===== src/hw/rtl/csv_tok_pkg.sv =====
// ----------------------------------------------------------------------------
// CSV tokenizer package
// Shared types, codes and defaults of the CSV field tokenizer.
// ----------------------------------------------------------------------------
package csv_tok_pkg;

  localparam int unsigned ROW_LIMIT_DEF    = 65536;
  localparam int unsigned COLUMN_LIMIT_DEF = 1024;
  localparam int unsigned OUTQ_DEPTH       = 4;

  localparam int unsigned CHAR_W  = 16;
  localparam int unsigned ROWIX_W = 16;
  localparam int unsigned COLIX_W = 10;
  localparam int unsigned CFGIX_W = 8;

  localparam logic [CHAR_W-1:0] CR_CHAR           = 16'd13;
  localparam logic [CHAR_W-1:0] LF_CHAR           = 16'd10;
  localparam logic [CHAR_W-1:0] DQUOTE_CHAR       = 16'd34;
  localparam logic [CHAR_W-1:0] DEFAULT_DELIMITER = 16'd44;

  localparam logic OP_CHAR = 1'b0;
  localparam logic OP_END  = 1'b1;

  localparam logic [CFGIX_W-1:0] CFG_DELIMITER = 8'd0;
  localparam logic [CFGIX_W-1:0] CFG_QUOTE     = 8'd1;
  localparam logic [CFGIX_W-1:0] CFG_MERGE     = 8'd2;
  localparam logic [CFGIX_W-1:0] CFG_FIRST_ROW = 8'd3;

  typedef enum logic [2:0] {
    ST_START      = 3'd0,
    ST_QUOTED     = 3'd1,
    ST_MAYBE_END  = 3'd2,
    ST_AFTER_QUOTE = 3'd3,
    ST_UNQUOTED   = 3'd4
  } parse_state_e;

  typedef enum logic [1:0] {
    KIND_CHAR      = 2'd0,
    KIND_FIELD_END = 2'd1,
    KIND_DISCARD   = 2'd2,
    KIND_SUMMARY   = 2'd3
  } kind_e;

  typedef struct packed {
    logic              valid;
    logic              op;
    logic [CHAR_W-1:0] ch;
  } in_beat_t;

  typedef struct packed {
    logic               valid;
    logic [CFGIX_W-1:0] index;
    logic [CHAR_W-1:0]  data;
  } cfg_wr_t;

  typedef struct packed {
    kind_e              kind;
    logic [CHAR_W-1:0]  ch;
    logic [ROWIX_W-1:0] row;
    logic [COLIX_W-1:0] col;
    logic               last;
  } res_t;

endpackage


===== src/hw/rtl/csv_tok_parser.sv =====
// ----------------------------------------------------------------------------
// CSV tokenizer parser
// Configuration registers, parse state machine and row/column counters.
// Produces up to two results for each accepted beat in the same cycle.
// ----------------------------------------------------------------------------
module csv_tok_parser #(
  parameter int unsigned ROW_LIMIT    = csv_tok_pkg::ROW_LIMIT_DEF,
  parameter int unsigned COLUMN_LIMIT = csv_tok_pkg::COLUMN_LIMIT_DEF
) (
  input  logic                       clk_i,
  input  logic                       rst_ni,
  input  csv_tok_pkg::in_beat_t      beat_i,
  input  csv_tok_pkg::cfg_wr_t       cfg_i,
  output csv_tok_pkg::res_t [1:0]    res_o,
  output logic [1:0]                 res_cnt_o
);

  localparam int unsigned RowW    = $clog2(ROW_LIMIT);
  localparam int unsigned ColW    = $clog2(COLUMN_LIMIT);
  localparam int unsigned CmpW    = (RowW > csv_tok_pkg::ROWIX_W) ? RowW : csv_tok_pkg::ROWIX_W;
  localparam int unsigned ColExtW = (ColW > csv_tok_pkg::COLIX_W) ? ColW : csv_tok_pkg::COLIX_W;
  localparam logic [RowW-1:0] RowMax = RowW'(ROW_LIMIT - 1);
  localparam logic [ColW-1:0] ColMax = ColW'(COLUMN_LIMIT - 1);

  // Configuration registers.
  logic [15:0] delim_q, quote_q, first_q;
  logic        merge_q;

  always_ff @(posedge clk_i or negedge rst_ni) begin
    if (!rst_ni) begin
      delim_q <= csv_tok_pkg::DEFAULT_DELIMITER;
      quote_q <= csv_tok_pkg::DQUOTE_CHAR;
      merge_q <= 1'b0;
      first_q <= '0;
    end else if (cfg_i.valid) begin
      unique case (cfg_i.index)
        csv_tok_pkg::CFG_DELIMITER: delim_q <= cfg_i.data;
        csv_tok_pkg::CFG_QUOTE:     quote_q <= cfg_i.data;
        csv_tok_pkg::CFG_MERGE:     merge_q <= cfg_i.data[0];
        csv_tok_pkg::CFG_FIRST_ROW: first_q <= cfg_i.data;
        default: ;
      endcase
    end
  end

  // Parse state and counters.
  csv_tok_pkg::parse_state_e st_q, st_d;
  logic [RowW-1:0] row_q, row_d;
  logic [ColW-1:0] col_q, col_d, hi_q, hi_d;
  logic            prev_q, prev_d, cr_q, cr_d, fne_q, fne_d;

  // Character classification.
  logic char_en, is_q, is_d, is_nl;
  assign char_en = beat_i.valid && (beat_i.op == csv_tok_pkg::OP_CHAR) &&
                   !((beat_i.ch == csv_tok_pkg::CR_CHAR) && !cr_q);
  assign is_q  = (quote_q != '0) && (beat_i.ch == quote_q);
  assign is_d  = (beat_i.ch == delim_q);
  assign is_nl = (beat_i.ch == csv_tok_pkg::LF_CHAR);

  // Actions chosen by the state machine for this character.
  logic act_append, act_close, act_discard, act_adv, adv_nl;

  always_comb begin
    st_d        = st_q;
    act_append  = 1'b0;
    act_close   = 1'b0;
    act_discard = 1'b0;
    act_adv     = 1'b0;
    adv_nl      = 1'b0;
    if (char_en) begin
      unique case (st_q)
        csv_tok_pkg::ST_QUOTED: begin
          if (is_q) begin
            st_d = csv_tok_pkg::ST_MAYBE_END;
          end else if (is_nl && (quote_q == '0)) begin
            act_close = 1'b1;
            adv_nl    = 1'b1;
          end else begin
            act_append = 1'b1;
          end
        end
        csv_tok_pkg::ST_MAYBE_END: begin
          if (is_q) begin
            act_append = 1'b1;
            st_d       = csv_tok_pkg::ST_QUOTED;
          end else if (is_d || is_nl) begin
            act_close = 1'b1;
            adv_nl    = is_nl;
          end else begin
            st_d = csv_tok_pkg::ST_AFTER_QUOTE;
          end
        end
        csv_tok_pkg::ST_AFTER_QUOTE: begin
          if (is_d || is_nl) begin
            act_close = 1'b1;
            adv_nl    = is_nl;
          end
        end
        csv_tok_pkg::ST_UNQUOTED: begin
          if (is_q) begin
            act_discard = 1'b1;
            st_d        = csv_tok_pkg::ST_QUOTED;
          end else if (is_d || is_nl) begin
            act_close = 1'b1;
            adv_nl    = is_nl;
          end else begin
            act_append = 1'b1;
          end
        end
        default: begin
          // Start of field: the delimiter wins over the newline here.
          if (is_q) begin
            st_d = csv_tok_pkg::ST_QUOTED;
          end else if (is_d) begin
            act_adv = 1'b1;
          end else if (is_nl) begin
            act_adv = 1'b1;
            adv_nl  = 1'b1;
          end else begin
            act_append = 1'b1;
            st_d       = csv_tok_pkg::ST_UNQUOTED;
          end
        end
      endcase
      if (act_close) begin
        act_adv = 1'b1;
        st_d    = csv_tok_pkg::ST_START;
      end
    end else if (beat_i.valid && (beat_i.op == csv_tok_pkg::OP_END)) begin
      st_d = csv_tok_pkg::ST_START;
    end
  end

  // Position fields of this beat's results; the summary uses the end row and highest column.
  logic [CmpW-1:0]    row_ext, first_ext, row_diff, end_ext, end_diff;
  logic [ColExtW-1:0] col_ext, hi_ext;
  logic [RowW-1:0]    row_inc, end_row;
  logic [ColW-1:0]    col_inc;
  logic               row_vis;

  assign row_inc   = (row_q == RowMax) ? row_q : row_q + 1'b1;
  assign col_inc   = (col_q == ColMax) ? col_q : col_q + 1'b1;
  assign row_ext   = CmpW'(row_q);
  assign first_ext = CmpW'(first_q);
  assign row_diff  = row_ext - first_ext;
  assign row_vis   = (row_ext >= first_ext);
  assign end_row   = fne_q ? row_inc : row_q;
  assign end_ext   = CmpW'(end_row);
  assign end_diff  = (end_ext >= first_ext) ? (end_ext - first_ext) : '0;
  assign col_ext   = ColExtW'(col_q);
  assign hi_ext    = ColExtW'(hi_q);

  // Counter updates and results.
  always_comb begin
    csv_tok_pkg::res_t rr;
    rr        = '0;
    rr.row    = row_diff[csv_tok_pkg::ROWIX_W-1:0];
    rr.col    = col_ext[csv_tok_pkg::COLIX_W-1:0];
    rr.last   = 1'b1;
    res_o     = '0;
    res_cnt_o = 2'd0;
    row_d     = row_q;
    col_d     = col_q;
    hi_d      = hi_q;
    prev_d    = prev_q;
    cr_d      = cr_q;
    fne_d     = fne_q;

    if (beat_i.valid && (beat_i.op == csv_tok_pkg::OP_END)) begin
      if (fne_q && row_vis) begin
        rr.kind   = csv_tok_pkg::KIND_FIELD_END;
        rr.last   = 1'b0;
        res_o[0]  = rr;
        res_cnt_o = 2'd1;
      end
      rr.kind = csv_tok_pkg::KIND_SUMMARY;
      rr.ch   = '0;
      rr.row  = end_diff[csv_tok_pkg::ROWIX_W-1:0];
      rr.col  = hi_ext[csv_tok_pkg::COLIX_W-1:0];
      rr.last = 1'b1;
      if (res_cnt_o == 2'd0) begin
        res_o[0] = rr;
      end else begin
        res_o[1] = rr;
      end
      res_cnt_o = res_cnt_o + 2'd1;
      row_d  = '0;
      col_d  = '0;
      hi_d   = '0;
      prev_d = 1'b0;
      cr_d   = 1'b0;
      fne_d  = 1'b0;
    end else if (beat_i.valid) begin
      if (!char_en) begin
        // A carriage return is swallowed unless it directly follows a swallowed one.
        cr_d = 1'b1;
      end else begin
        cr_d = 1'b0;
        if (act_append) begin
          rr.kind = csv_tok_pkg::KIND_CHAR;
          rr.ch   = beat_i.ch;
          fne_d   = 1'b1;
        end else if (act_close) begin
          rr.kind = csv_tok_pkg::KIND_FIELD_END;
          fne_d   = 1'b0;
        end else if (act_discard) begin
          rr.kind = csv_tok_pkg::KIND_DISCARD;
          fne_d   = 1'b0;
        end
        if ((act_append || act_close || act_discard) && row_vis) begin
          res_o[0]  = rr;
          res_cnt_o = 2'd1;
        end
        if (!is_d) begin
          prev_d = 1'b0;
        end
        if (act_adv) begin
          if (adv_nl) begin
            row_d = row_inc;
            col_d = '0;
          end else begin
            if (!merge_q || !prev_q) begin
              col_d = col_inc;
            end
            prev_d = 1'b1;
          end
        end
        hi_d = (col_d > hi_q) ? col_d : hi_q;
      end
    end
  end

  always_ff @(posedge clk_i or negedge rst_ni) begin
    if (!rst_ni) begin
      st_q   <= csv_tok_pkg::ST_START;
      row_q  <= '0;
      col_q  <= '0;
      hi_q   <= '0;
      prev_q <= 1'b0;
      cr_q   <= 1'b0;
      fne_q  <= 1'b0;
    end else begin
      st_q   <= st_d;
      row_q  <= row_d;
      col_q  <= col_d;
      hi_q   <= hi_d;
      prev_q <= prev_d;
      cr_q   <= cr_d;
      fne_q  <= fne_d;
    end
  end

  // A character beat never yields more than one result.
  assert property (@(posedge clk_i) disable iff (!rst_ni)
    (beat_i.valid && (beat_i.op == csv_tok_pkg::OP_CHAR)) |-> (res_cnt_o <= 2'd1))
    else $error("character beat produced two results");

  // End of input always returns the parser to its reset state.
  assert property (@(posedge clk_i) disable iff (!rst_ni)
    (beat_i.valid && (beat_i.op == csv_tok_pkg::OP_END)) |=>
      (st_q == csv_tok_pkg::ST_START) && (row_q == '0) && (hi_q == '0) && !fne_q)
    else $error("parser not cleared after end of input");

  // The highest column never trails the current column.
  assert property (@(posedge clk_i) disable iff (!rst_ni) hi_q >= col_q)
    else $error("highest column below current column");

endmodule


===== src/hw/rtl/csv_tok_outq.sv =====
// ----------------------------------------------------------------------------
// CSV tokenizer output queue
// Small result queue that takes up to two results a cycle and hands out one
// beat a cycle on the master side whenever that side is ready.
// ----------------------------------------------------------------------------
module csv_tok_outq (
  input  logic                    clk_i,
  input  logic                    rst_ni,
  input  csv_tok_pkg::res_t [1:0] res_i,
  input  logic [1:0]              res_cnt_i,
  output logic                    space_o,
  output logic                    valid_o,
  input  logic                    ready_i,
  output csv_tok_pkg::res_t       res_o
);

  localparam int unsigned Depth = csv_tok_pkg::OUTQ_DEPTH;
  localparam int unsigned PtrW  = $clog2(Depth);
  localparam int unsigned CntW  = $clog2(Depth + 1);

  csv_tok_pkg::res_t mem_q [Depth];
  logic [PtrW-1:0] wr_q, rd_q;
  logic [CntW-1:0] cnt_q, cnt_d;
  logic            pop;

  assign pop     = valid_o && ready_i;
  assign valid_o = (cnt_q != '0);
  assign res_o   = mem_q[rd_q];
  // Room for the two results of an end-of-input beat is always kept.
  assign space_o = (cnt_q <= CntW'(Depth - 2));
  assign cnt_d   = cnt_q + CntW'(res_cnt_i) - CntW'(pop);

  always_ff @(posedge clk_i) begin
    if (res_cnt_i != 2'd0) begin
      mem_q[wr_q] <= res_i[0];
    end
    if (res_cnt_i == 2'd2) begin
      mem_q[wr_q + PtrW'(1)] <= res_i[1];
    end
  end

  always_ff @(posedge clk_i or negedge rst_ni) begin
    if (!rst_ni) begin
      wr_q  <= '0;
      rd_q  <= '0;
      cnt_q <= '0;
    end else begin
      wr_q  <= wr_q + PtrW'(res_cnt_i);
      rd_q  <= rd_q + PtrW'(pop);
      cnt_q <= cnt_d;
    end
  end

  assert property (@(posedge clk_i) disable iff (!rst_ni) cnt_q <= CntW'(Depth))
    else $error("output queue overflow");

  assert property (@(posedge clk_i) disable iff (!rst_ni)
    (res_cnt_i != 2'd0) |-> (cnt_q <= CntW'(Depth - 2)))
    else $error("results pushed without reserved space");

endmodule


===== src/hw/rtl/csv_field_tokenizer_top.sv =====
// ----------------------------------------------------------------------------
// CSV field tokenizer
// Splits a stream of 16-bit characters into fields with row and column
// positions. A character beat is taken every cycle the queue has room; each
// beat's results are computed in the same cycle and queued for the master side.
// ----------------------------------------------------------------------------
// Rate: one input beat per clock cycle while the slave side is ready. A
// character beat yields zero or one result, an end-of-input beat one or two
// (a field end, then the summary). Results pass through a four-entry output
// queue; the slave side is ready whenever at least two entries are free, so
// with the master side ready the block sustains one character per cycle, and
// the results of a beat are written into the queue when the beat is accepted.
module csv_field_tokenizer_top #(
  parameter int unsigned ROW_LIMIT    = csv_tok_pkg::ROW_LIMIT_DEF,
  parameter int unsigned COLUMN_LIMIT = csv_tok_pkg::COLUMN_LIMIT_DEF
) (
  input  logic        clk_i,
  input  logic        rst_ni,
  // Configuration write channel.
  input  logic        cfg_valid_i,
  output logic        cfg_ready_o,
  input  logic [7:0]  cfg_index_i,
  input  logic [15:0] cfg_data_i,
  // Character stream.
  input  logic        s_axis_tvalid,
  output logic        s_axis_tready,
  input  logic [15:0] s_axis_tdata,   // [15:0] character
  input  logic        s_axis_tuser,   // [0] operation
  // Result stream.
  output logic        m_axis_tvalid,
  input  logic        m_axis_tready,
  output logic [47:0] m_axis_tdata,   // [15:0] character_res, [31:16] row_index,
                                      // [41:32] column_index, [47:42] zero
  output logic [1:0]  m_axis_tuser,   // [1:0] kind
  output logic        m_axis_tlast    // last
);

  csv_tok_pkg::in_beat_t  beat;
  csv_tok_pkg::cfg_wr_t   cfg;
  csv_tok_pkg::res_t [1:0] res;
  csv_tok_pkg::res_t      out_res;
  logic [1:0]             res_cnt;
  logic                   space;

  assign cfg_ready_o   = 1'b1;
  assign cfg.valid     = cfg_valid_i;
  assign cfg.index     = cfg_index_i;
  assign cfg.data      = cfg_data_i;

  assign s_axis_tready = space;
  assign beat.valid    = s_axis_tvalid && space;
  assign beat.op       = s_axis_tuser;
  assign beat.ch       = s_axis_tdata;

  csv_tok_parser #(
    .ROW_LIMIT    (ROW_LIMIT),
    .COLUMN_LIMIT (COLUMN_LIMIT)
  ) u_parser (
    .clk_i     (clk_i),
    .rst_ni    (rst_ni),
    .beat_i    (beat),
    .cfg_i     (cfg),
    .res_o     (res),
    .res_cnt_o (res_cnt)
  );

  csv_tok_outq u_outq (
    .clk_i     (clk_i),
    .rst_ni    (rst_ni),
    .res_i     (res),
    .res_cnt_i (res_cnt),
    .space_o   (space),
    .valid_o   (m_axis_tvalid),
    .ready_i   (m_axis_tready),
    .res_o     (out_res)
  );

  assign m_axis_tdata = {6'b0, out_res.col, out_res.row, out_res.ch};
  assign m_axis_tuser = out_res.kind;
  assign m_axis_tlast = out_res.last;

endmodule

===== config.mk =====
export PLATFORM = sky130hd
export DESIGN_NAME = csv_field_tokenizer_top
export DESIGN_NICKNAME = d
export VERILOG_FILES = /design/src/hw/rtl/csv_tok_pkg.sv /design/src/hw/rtl/csv_tok_parser.sv /design/src/hw/rtl/csv_tok_outq.sv /design/src/hw/rtl/csv_field_tokenizer_top.sv
export SDC_FILE = /design/constraint.sdc
export NUM_CORES = 1
export LEC_CHECK = 0
export ABC_CLOCK_PERIOD_IN_PS = 6900
export BUFFER_PORTS_ARGS = -buffer_cell sky130_fd_sc_hd__buf_4
export CORE_ASPECT_RATIO = 1.25
export CORE_MARGIN = 4
export CORE_UTILIZATION = 25
export CTS_CLUSTER_SIZE = 20
export DETAILED_ROUTE_END_ITERATION = 7
export PLACE_DENSITY = 0.43
export SLEW_MARGIN = 10
export SYNTH_ARGS = -nofsm -noshare
export SYNTH_HDL_FRONTEND = slang
export SYNTH_SLANG_ARGS = --single-unit

===== constraint.sdc =====
create_clock -name clk_i -period 6.9 [get_ports clk_i]
set_clock_uncertainty 0.1 [all_clocks]
set_input_delay 1.38 -clock clk_i [delete_from_list [all_inputs] [get_ports clk_i]]
set_output_delay 1.38 -clock clk_i [all_outputs]
set_load 0.01 [all_outputs]

# --- After elaboration in Yosys (flattened, before gate mapping) ---
# Memory sizes are Yosys's and may differ from the RTL's.
# Index checks and enable logic that the tools add are counted.
word_totals:
  mem_count: 1
  input_bits: 46
  ff_bits: 98
  word_cells: 192
  ramBits: 180
classes:
  eq_ne: 20
  bitwise_logic: 1
  n_mux: 101
  n_addsub: 10
  reduce_logical: 41
  n_lt_le_gt_ge: 4
memory_table:
  columns: ["memory", "words", "word_bits", "rd", "rd_clocked_by_memory_dff", "write_ports", "line", "source"]
  rows:
  - ["u_outq.mem_q", 4, 45, 1, 0, 2, "csv_tok_outq.sv:21", "csv_tok_pkg::res_t mem_q [Depth];"]
op_table:
  columns: ["cell", "count"]
  rows:
  - ["45-bit 2-to-1 mux", 7]
  - ["16-bit 2-to-1 mux", 9]
  - ["10-bit 2-to-1 mux", 14]
  - ["1-bit 2-to-1 mux", 49]
  - ["44-bit 2-to-1 mux", 1]
  - ["16-bit == test", 2]
  - ["16-bit by 4-bit == test with 1-bit output (second input constant)", 2]
  - ["16-bit greater-or-equal comparator", 2]
  - ["16-bit subtractor", 2]
  - ["3-bit 2-to-1 mux", 10]
  - ["16-bit by 1-bit adder with 16-bit output (second input constant)", 1]
  - ["16-bit == test (second input constant)", 1]
  - ["8-bit by 2-bit == test with 1-bit output (second input constant)", 2]
  - ["16-bit logical NOT", 1]
  - ["16-bit nonzero test", 1]
  - ["5-bit != test (second input constant)", 3]
  - ["2-bit 2-to-1 mux", 7]
  - ["3-bit case mux with 4 select lines", 1]
  - ["2-bit nonzero test", 6]
  - ["10-bit by 1-bit adder with 10-bit output (second input constant)", 1]
  - ["10-bit == test (second input constant)", 1]
  - ["10-bit greater-than comparator", 1]
  - ["1-bit logical AND", 10]
  - ["2-bit AND reduction", 5]
  - ["other kinds (27)", 38]

# --- Logic depth before layout (Yosys ltp) ---
depth:
  ltp_word: 17
  ltp_mapped: 23
  ltp_nobuf: 20

# --- Modules after synthesis ---
# From an unflattened synthesis, not the netlist that was laid out.
unflattened:
  cells_unflattened: 1360
  hier_area_um2: 17401.7
by_module_without_submodules:
  columns: ["module", "cells_each", "instances", "area_per_inst_um2", "seq_area_each_um2"]
  rows:
  - ["csv_tok_outq", 478, 1, 9648.0, 5580.4]
  - ["csv_tok_parser", 872, 1, 7687.4, 2283.4]
  - ["csv_field_tokenizer_top", 10, 1, 66.3, 0.0]

# --- Worst setup path after synthesis ---
# No wires, ideal clock.
synth_path:
  path_type: "input port to flip-flop"
  start: "in s_axis_tdata[3]"
  end: "reg u_parser.hi_q[0] (netlist: u_parser.hi_ext[0])"
  cell_stages: 20
  n_path_buf: 2
  slack_ns: 0.875
  setup_time_ns: 0.125
  arrival_ns: 5.800
  t_required_ns: 6.675
  cell_sequence: "clkbuf_1 -> nor4b_1 -> and4_1 -> and2_1 -> buf_2 -> nor2_1 -> a2111oi_0 -> and3_1 -> mux2i_1 -> nor2_1 -> ha_1 -> nor2b_1 -> o21a_1 -> o21a_1 -> o21a_1 -> o21a_1 -> o21ai_0 -> a31oi_1 -> o21ai_0 -> mux2_2"
synth_between:
  elab_chain_cells: 16
  word_cells_on_any_way: 41
  cone_classes: "order compare (1); eq/ne (4); mux (27); reduce/logical (9)"
synth_rtl:
  columns: ["item", "line", "source"]
  rows:
  - ["from (decl)", "csv_field_tokenizer_top.sv:27", "input logic [15:0] s_axis_tdata,"]
  - ["branches (longest 16 deep; another with 16-bit == test)", null, null]
  - ["to (signal assigned)", "csv_tok_parser.sv:246", "hi_q <= hi_d;"]
  - ["to (decl)", "csv_tok_parser.sv:49", "logic [ColW-1:0] col_q, col_d, hi_q, hi_d;"]
# Several ways; the timed one is not identified. The select of a mux whose other input is x is not followed.
# A chain may end at the register's enable or synchronous reset.

==> run metrics <==
Post-CTS Resized 0; H-tree depth 1; element type at the critical path start flip-flop; global-route wire length before repair about 80 mm; kind of capture point of the worst setup path flip-flop; critical setup path kind reg -> reg; status complete, no violations; Fmax approximately 170 MHz; number of warnings issued by yosys 0; CP Max Fanout 11; min Tclk post-route 5.822 ns; Max Cap Viol 0; clock tree root driver cell sky130_fd_sc_hd__clkbuf_16; post-synthesis mux area share 10.96%; maximum buffer depth of the clock tree 3; CTS buffer count 30; Residual DRC 0; Syn Std Cell Area ~16000 sq um; top flip-flop cell by instance count after synthesis sky130_fd_sc_hd__edfxtp_1; final count of pins violating max slew 0; Synth Area per Inst 10.36 sq um; maximum number of pins on one net before global-route repair 65; sequential element share of the synthesized area 46.06%; adder-cell share of the synthesized area roughly 4.3%; initial standard-cell utilization of the core 25.28%; Setup Buffers After CTS 0; post-layout net count 1669; share of final-layout standard cells stronger than drive strength 1 19.87%; number of global-route vias before repair 12.40k; area of the multi-input gates 7831 sq um; EDFF count, synth approximately 120; Core Footprint 62020 sq um; Final setup violation count 0; clock transition at the registers of the reported paths 0.06 ns; period utilisation layout 84.38%; count of final hold-check violations 0; number of antenna cells inserted 0; Arr. time, crit path about 6.1 ns; floorplan die area 66820 sq um; worst-skew pair later-pin latency 0.61 ns; post-synthesis simple-gate area fraction 13.70%; sequential standard cell area about 7200 sq um; fraction of registers with async set/reset a little over a third; global routing usage summed across all routing layers 15.47%; Area Overhead vs Synth 16.87%; Vias per Instance about 5; parity-gate share of the synthesized area counting xor and xnor cells 4.412%; Post-Synthesis Cells approximately 1.5k; fillcell total 6510; PD cells 338.3 nW/um^2; transition time at the pin with the least slew margin between 1 and 1.5 ns; I/O pins 100; distinct cell type count of the synthesized netlist 83; final worst slack 1.078 ns; via count of the routed design 12.31k; DRC marker count from the first detailed-route iteration 860; TritonCTS clock tree done; antenna violations before repair 1; Die Ht 288.0 microns; flop and latch count out of synthesis 278; total of buffers placed on input and output ports 92; worst endpoint required time 7.20 ns; worst min path class reg -> reg; number of rows created at floorplan around 100; DR pass1 iterations 5; GRT overflow 0; hpwl dp around 39 mm; max_slew headroom 28.26%; Final ANT Viol Nets 0; sink count of the clock tree 278; Final Routed Wirelength 52.70 mm; unrepaired setup endpoints after global routing no; leakage component of the power between 6 and 7 nW; Routed WL per cell between 20 and 25 microns; accumulated negative setup slack 0 ns; Synth Area in Compound Gates approximately 16%; worst slack, placed roughly 0.69 ns; global placement routability congestion 0.8369; largest family of logic cells by synthesized area compound AO/OA/AOI/OAI gates; worst voltage drop across the vdd grid 0.0001903 V; CTS Hold Buffers Added 0; Die X-Extent between 200 and 250 microns
layout by cell type (no fill, tap or decap), drive strengths merged, types with 8 or more instances in the layout:
cell type,synthesis,final
a21oi,120,120
and2,16,16
nand2,165,165
xor2,35,35
o21a,13,13
dfxtp,64,64
nand4,18,18
a22o,16,16
o2bb2ai,23,23
nor4,13,13
inv,49,49
clkbuf,61,44
a211oi,8,8
clkinv,0,8
dfrtp,93,93
and3,14,14
o22ai,48,48
nand3,102,102
nor3,21,21
buf,50,131
o31ai,15,15
nor2,62,62
a21o,12,12
o21ai,64,64
nand2b,8,8
xnor2,44,44
mux4,45,45
edfxtp,116,116
ha,49,49
mux2,60,60
a31oi,11,11
worst max-delay path: stages (launching register included):
cell,delay [ns]
sky130_fd_sc_hd__dfrtp_1,0.47
sky130_fd_sc_hd__ha_1,0.30
sky130_fd_sc_hd__nand3_1,0.17
sky130_fd_sc_hd__nor4_1,0.56
sky130_fd_sc_hd__and3_1,0.33
sky130_fd_sc_hd__and3_1,0.26
sky130_fd_sc_hd__nand3_1,0.11
sky130_fd_sc_hd__and2_1,0.29
sky130_fd_sc_hd__xnor2_1,0.19
sky130_fd_sc_hd__ha_1,0.23
sky130_fd_sc_hd__fa_1,0.44
sky130_fd_sc_hd__nor2b_1,0.13
sky130_fd_sc_hd__o21ai_1,0.10
sky130_fd_sc_hd__a21boi_0,0.36
sky130_fd_sc_hd__o21ai_1,0.17
sky130_fd_sc_hd__a31oi_1,0.25
sky130_fd_sc_hd__o31a_1,0.41
sky130_fd_sc_hd__and2_1,0.32
sky130_fd_sc_hd__a22oi_1,0.20
sky130_fd_sc_hd__o22ai_1,0.23
layout make-up:
type	count	area share, %
Multi-Input combinational cell	1081	42.73
Timing Repair Buffer	131	5.366
Clock buffer	44	4.888
Tap cell	832	5.680
Clock inverter	12	0.9012
Sequential cell	278	39.43
Inverter	49	1.004
path summary, 6_finish.rpt:
check                                                    end                              from  slack, ns  depth (start not counted)
setup / recovery               u_outq.mem_q[0][20]$_DFFE_PP_   u_parser.row_ext[1]$_DFFE_PN0P_       1.08                         19
hold reg to reg             u_outq.mem_q[2][33]$_SDFFE_PP0P_  u_outq.mem_q[2][33]$_SDFFE_PP0P_       0.35                          2
setup reg to reg               u_outq.mem_q[0][20]$_DFFE_PP_   u_parser.row_ext[1]$_DFFE_PN0P_       1.08                         19
max in group asynchronous           u_outq.rd_q[0]$_DFF_PN0_                            rst_ni       4.80                          2
min in group asynchronous  u_parser.first_ext[2]$_DFFE_PN0P_                            rst_ni       0.65                          1
hold / removal              u_outq.mem_q[2][33]$_SDFFE_PP0P_  u_outq.mem_q[2][33]$_SDFFE_PP0P_       0.35                          2
registers in the layout, indices dropped and copies added (netlist names):
register and cells:
u_outq.cnt_q 3, u_outq.mem_q 180, u_outq.rd_q 2, u_outq.wr_q 2
u_parser.col_ext 10, u_parser.cr_q 1, u_parser.delim_q 16, u_parser.first_ext 16
u_parser.fne_q 1, u_parser.hi_ext 10, u_parser.merge_q 1, u_parser.prev_q 1
u_parser.quote_q 16, u_parser.row_ext 16, u_parser.st_q 3
cell usage after synthesis (21+ instances only):
cell	count	area share (%)
sky130_fd_sc_hd__o2bb2ai_1	23	1.3
sky130_fd_sc_hd__xnor2_1	44	2.5
sky130_fd_sc_hd__nor3_1	21	0.67
sky130_fd_sc_hd__a21oi_1	120	3.8
sky130_fd_sc_hd__nand3_1	102	3.3
sky130_fd_sc_hd__buf_2	26	0.83
sky130_fd_sc_hd__edfxtp_1	116	22
sky130_fd_sc_hd__mux2_2	60	4.3
sky130_fd_sc_hd__o22ai_1	48	1.9
sky130_fd_sc_hd__xor2_1	35	2.0
sky130_fd_sc_hd__dfxtp_1	64	8.2
sky130_fd_sc_hd__nor2_1	61	1.5
sky130_fd_sc_hd__dfrtp_1	93	15
sky130_fd_sc_hd__o21ai_0	58	1.9
sky130_fd_sc_hd__ha_1	49	3.9
sky130_fd_sc_hd__mux4_2	45	6.5
sky130_fd_sc_hd__clkbuf_1	61	1.5
sky130_fd_sc_hd__inv_1	49	1.2
sky130_fd_sc_hd__nand2_1	165	3.9
kinds of logic after synthesis:
family	count (synthesis)
mux	108
xor+xnor	79
buf+inv	160
simple gates	450
flops	278
compound gates	385
other cells	2
fa+ha+maj	52
stage by stage:
stage	total power [mW]	cells	utilization, %	hold WS (ns)	instance area, sq um
finish	6.200	2427	29.55	0.3526	18330
global route	6.546	2427	29.55	0.3712	18330
CTS	6.289	2427	29.55	0.3563	18330
detailed placement	4.556	2371	27.84	0.3474	17270
global placement	4.531	2371	27.84	0.3400	17270
floorplan	3.612	1519	-	0.3331	15700
power breakdown:
part | leakage, nW | switching (mW) | internal (mW)
combinational | 3.50 | 1.26 | 0.927
sequential | 2.91 | 0.233 | 2.06
clock | 0.518 | 0.705 | 1.01
total | 6.92 | 2.20 | 4.00
layer usage:
layer | GRT usage, % | part of all wire (%) | wire [microns]
met5 | 0 | 0 | 0
met4 | 3.992 | 2.5 | 1307
met3 | 1.554 | 3.7 | 1949
met2 | 26.93 | 49 | 26010
met1 | 20.60 | 44 | 23440
No activity file was read; power rests on OpenSTA's default activity.
